## config.mk

```make
export PLATFORM = sky130hd
export DESIGN_NAME = csv_stream_tokenizer_unit_flat
export DESIGN_NICKNAME = d
export VERILOG_FILES = /design/src/csvtok_pkg.sv /design/src/csvtok_ifs.sv /design/src/csvtok_step.sv /design/src/csvtok_serializer.sv /design/src/csv_stream_tokenizer_unit.sv /design/src/flat_wrapper.sv
export SDC_FILE = /design/constraint.sdc
export NUM_CORES = 1
export LEC_CHECK = 0
export BUFFER_PORTS_ARGS = -buffer_cell sky130_fd_sc_hd__buf_2
export CAP_MARGIN = 15
export CORE_MARGIN = 1.5
export CORE_UTILIZATION = 45
export CTS_BUF_LIST = sky130_fd_sc_hd__clkbuf_16
export CTS_CLUSTER_DIAMETER = 50
export DETAILED_ROUTE_END_ITERATION = 8
export PLACE_DENSITY_LB_ADDON = 0.05
export SLEW_MARGIN = 25
export SYNTH_ARGS = -nofsm -noshare
export SYNTH_HDL_FRONTEND = slang
export SYNTH_HIERARCHICAL = 1
export SYNTH_SLANG_ARGS = --single-unit
```

## constraint.sdc

```tcl
create_clock -name clk -period 7.15 [get_ports clk]
set_input_delay 1.43 -clock clk [delete_from_list [all_inputs] [get_ports clk]]
set_output_delay 1.43 -clock clk [all_outputs]
set_load 0.1 [all_outputs]
```

## src/csvtok_pkg.sv

```systemverilog
// ----------------------------------------------------------------------------
// csvtok_pkg
// Shared constants and types of the CSV stream tokenizer: character codes,
// token kinds and the token bundle that one text byte produces.
// ----------------------------------------------------------------------------
`default_nettype none

package csvtok_pkg;

  localparam logic [7:0] CH_COMMA = 8'h2C;
  localparam logic [7:0] CH_QUOTE = 8'h22;
  localparam logic [7:0] CH_CR    = 8'h0D;
  localparam logic [7:0] CH_LF    = 8'h0A;

  localparam logic [1:0] KIND_BYTE  = 2'd0;
  localparam logic [1:0] KIND_FIELD = 2'd1;
  localparam logic [1:0] KIND_ROW   = 2'd2;
  localparam logic [1:0] KIND_END   = 2'd3;

  localparam int unsigned MaxTokens = 3;

  typedef struct packed {
    logic [1:0] kind;
    logic [7:0] data;
    logic       last;
  } token_t;

  typedef struct packed {
    logic [1:0]                 cnt;
    token_t [MaxTokens-1:0]     tok;
  } bundle_t;

endpackage : csvtok_pkg

`default_nettype wire

```

## src/csvtok_ifs.sv

```systemverilog
// ----------------------------------------------------------------------------
// csvtok_ifs
// Valid/ready stream interfaces for the text byte input and the token output.
// ----------------------------------------------------------------------------
`default_nettype none

interface csvtok_in_if;
  logic       valid;
  logic       ready;
  logic [7:0] text_byte;
  logic       text_last;

  modport source (output valid, output text_byte, output text_last, input ready);
  modport sink   (input valid, input text_byte, input text_last, output ready);
endinterface : csvtok_in_if

interface csvtok_out_if;
  logic       valid;
  logic       ready;
  logic [1:0] token_kind;
  logic [7:0] content_byte;
  logic       run_last;

  modport source (output valid, output token_kind, output content_byte,
                  output run_last, input ready);
  modport sink   (input valid, input token_kind, input content_byte,
                  input run_last, output ready);
endinterface : csvtok_out_if

`default_nettype wire

```

## src/csvtok_step.sv

```systemverilog
// ----------------------------------------------------------------------------
// csvtok_step
// Parser state and the per-byte decision logic. Builds the bundle of tokens
// that the presented byte produces and updates the state on a transfer.
// ----------------------------------------------------------------------------
`default_nettype none

module csvtok_step
  import csvtok_pkg::*;
(
  input  wire logic       clk,
  input  wire logic       rst_n,
  input  wire logic       accept,
  input  wire logic [7:0] text_byte,
  input  wire logic       text_last,
  output bundle_t         bundle
);

  typedef enum logic [1:0] {
    MODE_PLAIN,
    MODE_QUOTED,
    MODE_QPEND,
    MODE_CRPEND
  } mode_t;

  mode_t mode_r, mode_nxt;
  logic  content_r, content_nxt;

  always_comb begin
    token_t [MaxTokens-1:0] tok;
    logic [1:0]             n;
    logic                   do_plain;
    tok      = '0;
    n        = 2'd0;
    do_plain = 1'b0;
    mode_nxt    = mode_r;
    content_nxt = content_r;

    case (mode_r)
      MODE_QUOTED: begin
        if (text_byte == CH_QUOTE) begin
          mode_nxt = text_last ? MODE_PLAIN : MODE_QPEND;
        end else begin
          tok[n] = '{kind: KIND_BYTE, data: text_byte, last: 1'b0};
          n = n + 2'd1;
        end
      end
      MODE_QPEND: begin
        if (text_byte == CH_QUOTE) begin
          tok[n] = '{kind: KIND_BYTE, data: CH_QUOTE, last: 1'b0};
          n = n + 2'd1;
          mode_nxt = MODE_QUOTED;
        end else begin
          mode_nxt = MODE_PLAIN;
          do_plain = 1'b1;
        end
      end
      MODE_CRPEND: begin
        mode_nxt = MODE_PLAIN;
        do_plain = (text_byte != CH_LF);
      end
      default: begin
        mode_nxt = MODE_PLAIN;
        do_plain = 1'b1;
      end
    endcase

    if (do_plain) begin
      if (text_byte == CH_QUOTE) begin
        mode_nxt    = MODE_QUOTED;
        content_nxt = 1'b1;
      end else if (text_byte == CH_COMMA) begin
        tok[n] = '{kind: KIND_FIELD, data: 8'd0, last: 1'b0};
        n = n + 2'd1;
        content_nxt = 1'b1;
      end else if (text_byte == CH_CR || text_byte == CH_LF) begin
        if (content_nxt) begin
          tok[n] = '{kind: KIND_ROW, data: 8'd0, last: 1'b0};
          n = n + 2'd1;
        end
        content_nxt = 1'b0;
        mode_nxt = (text_byte == CH_CR && !text_last) ? MODE_CRPEND : MODE_PLAIN;
      end else begin
        tok[n] = '{kind: KIND_BYTE, data: text_byte, last: 1'b0};
        n = n + 2'd1;
        content_nxt = 1'b1;
      end
    end

    if (text_last) begin
      if (content_nxt) begin
        tok[n] = '{kind: KIND_ROW, data: 8'd0, last: 1'b0};
        n = n + 2'd1;
      end
      tok[n] = '{kind: KIND_END, data: 8'd0, last: 1'b0};
      n = n + 2'd1;
      mode_nxt    = MODE_PLAIN;
      content_nxt = 1'b0;
    end

    if (n != 2'd0) begin
      tok[n - 2'd1].last = 1'b1;
    end

    bundle.cnt = n;
    bundle.tok = tok;
  end

  always_ff @(posedge clk) begin
    if (!rst_n) begin
      mode_r    <= MODE_PLAIN;
      content_r <= 1'b0;
    end else if (accept) begin
      mode_r    <= mode_nxt;
      content_r <= content_nxt;
    end
  end

endmodule : csvtok_step

`default_nettype wire

```

## src/csvtok_serializer.sv

```systemverilog
// ----------------------------------------------------------------------------
// csvtok_serializer
// Holds the token bundle of one byte and hands its tokens one per cycle to
// the output register while the output is not stalled.
// ----------------------------------------------------------------------------
`default_nettype none

module csvtok_serializer
  import csvtok_pkg::*;
(
  input  wire logic     clk,
  input  wire logic     rst_n,
  input  wire logic     push,
  input  wire bundle_t  bundle,
  output logic          ready,
  output logic          out_valid,
  output token_t        out_tok,
  input  wire logic     out_ready
);

  logic [1:0]             cnt_r, cnt_nxt;
  token_t [MaxTokens-1:0] tok_r, tok_nxt;
  logic                   out_valid_r, out_valid_nxt;
  token_t                 out_tok_r, out_tok_nxt;
  logic                   pop;

  assign pop   = (cnt_r != 2'd0) && (!out_valid_r || out_ready);
  assign ready = (cnt_r == 2'd0) || (pop && cnt_r == 2'd1);

  always_comb begin
    cnt_nxt       = cnt_r;
    tok_nxt       = tok_r;
    out_valid_nxt = out_valid_r;
    out_tok_nxt   = out_tok_r;
    if (pop) begin
      for (int i = 0; i < MaxTokens - 1; i++) begin
        tok_nxt[i] = tok_r[i+1];
      end
      cnt_nxt       = cnt_r - 2'd1;
      out_valid_nxt = 1'b1;
      out_tok_nxt   = tok_r[0];
    end else if (out_ready) begin
      out_valid_nxt = 1'b0;
    end
    if (push) begin
      cnt_nxt = bundle.cnt;
      tok_nxt = bundle.tok;
    end
  end

  always_ff @(posedge clk) begin
    if (!rst_n) begin
      cnt_r       <= 2'd0;
      out_valid_r <= 1'b0;
    end else begin
      cnt_r       <= cnt_nxt;
      out_valid_r <= out_valid_nxt;
    end
  end

  always_ff @(posedge clk) begin
    tok_r     <= tok_nxt;
    out_tok_r <= out_tok_nxt;
  end

  assign out_valid = out_valid_r;
  assign out_tok   = out_tok_r;

endmodule : csvtok_serializer

`default_nettype wire

```

## src/csv_stream_tokenizer_unit.sv

```systemverilog
// ----------------------------------------------------------------------------
// csv_stream_tokenizer_unit
// CSV text tokenizer: bytes in, content/field-end/row-end/end-of-text tokens out.
// ----------------------------------------------------------------------------
// The block takes one byte of CSV text per transfer and delivers the tokens
// that byte produces, in order, one token per output transfer. A byte that
// produces at most one token is taken every cycle unless the output stalls;
// a byte that produces k tokens (at most three, on the final byte of a text)
// holds off the next byte until its last token enters the single token
// output register. Bytes with no token hold nothing off. Tokens pass through
// the held bundle, then the output register. The byte flagged as last closes
// the text and resets the parser state, so the next byte starts a new text.
`default_nettype none

module csv_stream_tokenizer_unit
  import csvtok_pkg::*;
(
  input  wire logic    clk,
  input  wire logic    rst_n,
  csvtok_in_if.sink    in_ch,
  csvtok_out_if.source out_ch
);

  bundle_t bundle;
  token_t  out_tok;
  logic    ser_ready;
  logic    accept;

  assign in_ch.ready = ser_ready;
  assign accept      = in_ch.valid && ser_ready;

  csvtok_step u_step (
    .clk       (clk),
    .rst_n     (rst_n),
    .accept    (accept),
    .text_byte (in_ch.text_byte),
    .text_last (in_ch.text_last),
    .bundle    (bundle)
  );

  csvtok_serializer u_ser (
    .clk       (clk),
    .rst_n     (rst_n),
    .push      (accept),
    .bundle    (bundle),
    .ready     (ser_ready),
    .out_valid (out_ch.valid),
    .out_tok   (out_tok),
    .out_ready (out_ch.ready)
  );

  assign out_ch.token_kind   = out_tok.kind;
  assign out_ch.content_byte = out_tok.data;
  assign out_ch.run_last     = out_tok.last;

endmodule : csv_stream_tokenizer_unit

`default_nettype wire

```

## src/flat_wrapper.sv

```systemverilog
// flat-port wrapper written by rule: the top's interface ports become plain ports
module csv_stream_tokenizer_unit_flat import csvtok_pkg::*;
  (clk, rst_n, in_ch_valid, in_ch_text_byte, in_ch_text_last, in_ch_ready, out_ch_valid, out_ch_token_kind, out_ch_content_byte, out_ch_run_last, out_ch_ready);
  csvtok_in_if in_ch_i ();
  csvtok_out_if out_ch_i ();
  input  wire logic clk;
  input  wire logic rst_n;
  input wire logic [$bits(in_ch_i.valid)-1:0] in_ch_valid;
  input wire logic [$bits(in_ch_i.text_byte)-1:0] in_ch_text_byte;
  input wire logic [$bits(in_ch_i.text_last)-1:0] in_ch_text_last;
  output wire logic [$bits(in_ch_i.ready)-1:0] in_ch_ready;
  output wire logic [$bits(out_ch_i.valid)-1:0] out_ch_valid;
  output wire logic [$bits(out_ch_i.token_kind)-1:0] out_ch_token_kind;
  output wire logic [$bits(out_ch_i.content_byte)-1:0] out_ch_content_byte;
  output wire logic [$bits(out_ch_i.run_last)-1:0] out_ch_run_last;
  input wire logic [$bits(out_ch_i.ready)-1:0] out_ch_ready;
  assign in_ch_i.valid = in_ch_valid;
  assign in_ch_i.text_byte = in_ch_text_byte;
  assign in_ch_i.text_last = in_ch_text_last;
  assign in_ch_ready = in_ch_i.ready;
  assign out_ch_valid = out_ch_i.valid;
  assign out_ch_token_kind = out_ch_i.token_kind;
  assign out_ch_content_byte = out_ch_i.content_byte;
  assign out_ch_run_last = out_ch_i.run_last;
  assign out_ch_i.ready = out_ch_ready;
  csv_stream_tokenizer_unit u_core (.clk(clk), .rst_n(rst_n), .in_ch(in_ch_i), .out_ch(out_ch_i));
endmodule
```

# Yosys cells after proc, flatten, opt, wreduce, memory -nomap -nowiden
# Cells that the tools add are included.
# word_totals
inputBits,13
word_cells,122
ff_bits,50
# classes
add_sub_neg,5
n_mux,54
magnitude_cmp,8
n_eq_ne,9
n_reduce_logical,18
bitwise,12
# op_table
operator,count
$mux W33,9
$not A30 Y30,3
$demux W11 S2,4
$bwmux W33,2
$and A9 B30 Y30,2
$mux W22,2
$mux W2,17
$mux W11,3
$and A30 B30 Y30,1
$and A27 B27 Y27,1
$not A27 Y27,1
$pmux W9 S2,1
$eq A8 B4 Y1 const B,2
$eq A8 B6 Y1 const B,2
$lt A2 B3 Y1 const B,4
$mux W1,11
$mux W9,1
$ge A2 B1 Y1 const B,4
$logic_and A1 B1 Y1,8
$ne A8 B4 Y1 const B,1
$reduce_bool A2 Y1,4
$mux W7,1
$add A2 B1 Y2 const B,3
$or A1 B3 Y3 const A,2
other kinds (11),17

# Longest topological paths before layout
# logic_depth
word_depth,22
ltp_mapped,17

# Modules after synthesis
# The synthesis kept the hierarchy.
# modules_own_cells
mod,cells_per_inst,n_inst,area_each_um2
csvtok_serializer,94,1,1794.2
csvtok_step,163,1,1109.8
csv_stream_tokenizer_unit,1,1,6.3

# Worst setup path before layout
# No wires, ideal clock.
# synth_timing
path_kind,in2reg
start,in in_ch_text_byte[2]
end,reg u_core/u_ser/tok_r[0] in the netlist's numbering (data pin)
arrival_time_ns,4.446
cell_stages,16
required_ns,6.890
setup_ns,0.260
path_slack_ns,2.445
path_cell_list,or3b_1 -> buf_2 -> o31ai_2 -> nand2_1 -> ha_1 -> nor2_1 -> a211o_1 -> inv_1 -> ha_1 -> o21a_1 -> ha_1 -> nand2_1 -> o21a_1 -> inv_1 -> nor2_1 -> mux2_2
# synth_rtl
item,line,source
from (decl),flat_wrapper.sv:9,input wire logic [$bits(in_ch_i.text_byte)-1:0] in_ch_text_byte;
to (signal assigned),csvtok_serializer.sv:62,tok_r <= tok_nxt;
to (decl),csvtok_serializer.sv:22,"token_t [MaxTokens-1:0] tok_r, tok_nxt;"

==> impl_results.md <==
- Clock transition at the registers of the reported paths: 0.07 ns
- Core Region: ~6300 um2
- #FFs+latches synth: 50
- I/O pins: 26
- Number of synthesis warnings: 6
- Max cap viols: 0
- Complex-gate fraction of the synthesized area: roughly an eighth
- DIE HEIGHT: 83.4 um
- Setup Skew: 0.00484 ns
- Fin. max-slew vios: 0
- Mapped Cells: 258
- Share of cells above drive strength 1: around a quarter
- Async set-reset flop share out of synthesis: 0%
- Synth Cell Area: 2910 um2
- Design Power: 0.00132 W
- Vias in the first global route: 1866
- Rel. slew slack: 33.6%
- Outcome: finished clean
- Register Area: roughly 1400 um2
- Worst min path class: flop to flop
- Crit Path Category: input port to flop
- Sequential area share after synthesis: 49.5%
- Tmin final: approximately 5 ns
- Total routed wirelength: approximately 5.6 mm
- Detail Placement HPWL: approximately 4.2 mm
- Final setup fails: 0
- Synth-to-Final Area Change: 10.1%
- CP max FO: 12
- Arrival time worst endpoint: around 5.2 ns
- Sink Count: 50
- Drt drc: 0
- Fmax: approximately 0.20 GHz
- Post-CTS resize count: 0
- Fillcell total: around 600
- Inserted Clock Buffers: 5
- Die width: roughly 83 um
- Leak: 1.33 nW
- Final WS setup: about 2.1 ns
- Ys flop type: edfxtp_1
- Pre-CTS setup slack: approximately 1.9 ns
- Post-synth EDFFs: between 40 and 50
- Kind of start point of the critical path: input port
- Longest Clk Path Bufs: 2
- Crit end category: flop
- TritonCTS clock tree: built
- Number of vias per cell: 5.34
- Post-DR wirelength/cell: 15.6 um
- Postcts setup bufs: 0
- Peak supply drop: approximately 0.4 mV
- Post-Synth Simple-Gate Area: roughly 15%
- First-pass GRT wire length: 9.41 mm
- Area of the multi-input gates: 1280 um2
- Ant diodes: 0
- Cts hold-fix bufs: 0
- FP Rows: 29
- Hold Vio Cnt, Final: 0
- Critical path required time: between 7 and 8 ns
- Htree depth: 2
- Avg Cell Area, Syn: 11.3 um2
- Number of antenna violations at the first check in global routing: 0
- Worst slew pin tran: between 0.9 and 1 ns
- Netlist cell types: 57
- Clk_lat worst skew: 0.28 ns
- Adder-cell share of the synthesized area: roughly 6.0%
- Synth Area in XOR/XNOR: less than 1%
- Gpl congestion: between 0.9 and 1
- Global route overflow: 0
- Initial Utilization: approximately 46%
- Total GRT Usage: 17.2%
- Drt pass-1 iters: 4
- Setup tns final: 0 ns
- Final net count: 310
- PwrDens: 412 nW/um2
- Final ANT Viol Nets: 0
- CTS Root Buffer Type: clkbuf_16
- RSZ-0062 raised after global routing: false
- Vias: between 1.5k and 2k
- Combinational family with the most area after synthesis: simple AND/OR/NAND/NOR gates
- Period utilisation layout: approximately 70%
- Mux contribution to synthesized area: approximately 8.5%
- Starting DRT DRC Count: 80
- Port Buffers: 25
- Largest net degree at the start of global routing: 40
- Die ar.: between 6000 and 7000 um2
synthesized netlist by cell type (2+ instances only):
library cell   n  area (um2)
a211o_1        3        26.3
a211oi_1       2        15.0
a21oi_1        5        25.0
a22o_1         3        26.3
a32o_1         2        20.0
and2_1         8        50.1
and3_1         9        56.3
buf_4          8        60.1
buf_6          3        33.8
clkbuf_1       3        11.3
dfxtp_1        6         120
edfxtp_1      44        1320
ha_1          14         175
inv_1         26        97.6
mux2_2        22         248
nand2_1       20        75.1
nand2b_1       3        18.8
nand3_1        3        15.0
nand4_1        2        12.5
nor2_1        15        56.3
nor2b_1        4        25.0
nor3_1         6        30.0
nor4_1         2        12.5
o21a_1         2        15.0
o21ai_0        6        30.0
o31ai_1        5        37.5
o41ai_1        2        17.5
power by group:
part	leakage, nW	internal (W)	total (W)	switching (W)
Sequential	0.484	0.000499	0.000532	0.0000327
Combinational	0.766	0.000118	0.000558	0.000439
Clock	0.0754	0.000129	0.000232	0.000102
Total	1.33	0.000747	0.00132	0.000574
layout by cell type (no fill, tap or decap), types with 3 or more instances in the layout:
cell,n
edfxtp_1,44
a211o_1,3
inv_1,27
nand3_1,3
a22o_1,3
and2_1,8
nor2b_1,4
buf_2,25
o31ai_1,5
o21ai_0,5
nand2b_1,3
a21oi_1,5
nand2_1,20
clkbuf_16,5
dfxtp_1,6
ha_1,14
mux2_2,22
conb_1,8
nor3_1,6
and3_1,9
nor2_1,15
worst max-delay path: stages:
cell and delay, ns:
buf_2 0.13, or3_1 0.55, o31ai_2 0.49, nand2_1 0.21, ha_1 0.34, nor2_1 0.05, a211o_1 0.37, inv_1 0.08
ha_1 0.22, o21a_1 0.22, ha_1 0.20, inv_1 0.06, o31ai_1 0.10, a21boi_2 0.36, and3_1 0.21, mux2_2 0.14
per-layer routing:
layer | vias to the layer above | track usage, % | part of all wire [%]
li1 | 980 | - | -
met1 | 899 | 23.7 | 47
met2 | 43 | 28.5 | 48
met3 | 4 | 2.68 | 4.0
met4 | 0 | 4.47 | 0.83
met5 | - | 0 | 0
kinds of logic (layout without fill, tap and decap cells):
logic type / Yosys count / in the layout
adder cells (fa/ha/maj): 14 / 14
XOR/XNOR: 1 / 1
multiplexers: 22 / 22
flip-flops: 50 / 50
AO/OA/AOI/OAI: 44 / 44
other: 1 / 8
AND/OR/NAND/NOR: 83 / 83
buffers and inverters: 43 / 62
path summary, 6_finish.rpt:
path | slack [ns] | start | depth (start not counted) | to
setup / recovery | 2.13 | in_ch_text_byte[4] | 16 | u_core/u_ser/tok_r[14]
hold / removal | 0.42 | u_core/u_ser/tok_r[9] | 0 | u_core/u_ser/out_tok[9]
setup reg to reg | 3.18 | u_core/u_step/mode_r[0] | 17 | u_core/u_ser/tok_r[14]
hold reg to reg | 0.42 | u_core/u_ser/tok_r[9] | 0 | u_core/u_ser/out_tok[9]
per-stage QoR:
step | cells | hold slack [ns] | utilization [%] | area (um2)
global placement | 353 | 0.405 | 48.5 | 3060
detailed placement | 353 | 0.405 | 48.5 | 3060
global route | 361 | 0.428 | 50.8 | 3210
finish | 361 | 0.417 | 50.8 | 3210
floorplan | 265 | 0.400 | - | 2940
CTS | 361 | 0.422 | 50.8 | 3210
layout make-up:
| cell class | instances | area share (%) |
|---|---|---|
| well taps | 77 | 3.01 |
| clock inverters | 3 | 0.546 |
| repair buffers | 27 | 4.37 |
| flip-flops and latches | 50 | 45.0 |
| multi-input cells | 172 | 40.0 |
| clock buffers | 5 | 3.90 |
| inverters | 27 | 3.16 |
sequential cells by signal, summed over array words and instances, names as in the netlist:
register and cells:
u_core/u_step/content_r 1, u_core/u_step/mode_r 2, u_core/u_ser/cnt_r 2, u_core/u_ser/tok_r 33, u_core/u_ser/out_tok 11, u_core/u_ser/out_valid 1
No activity file was read; power rests on OpenSTA's default activity.
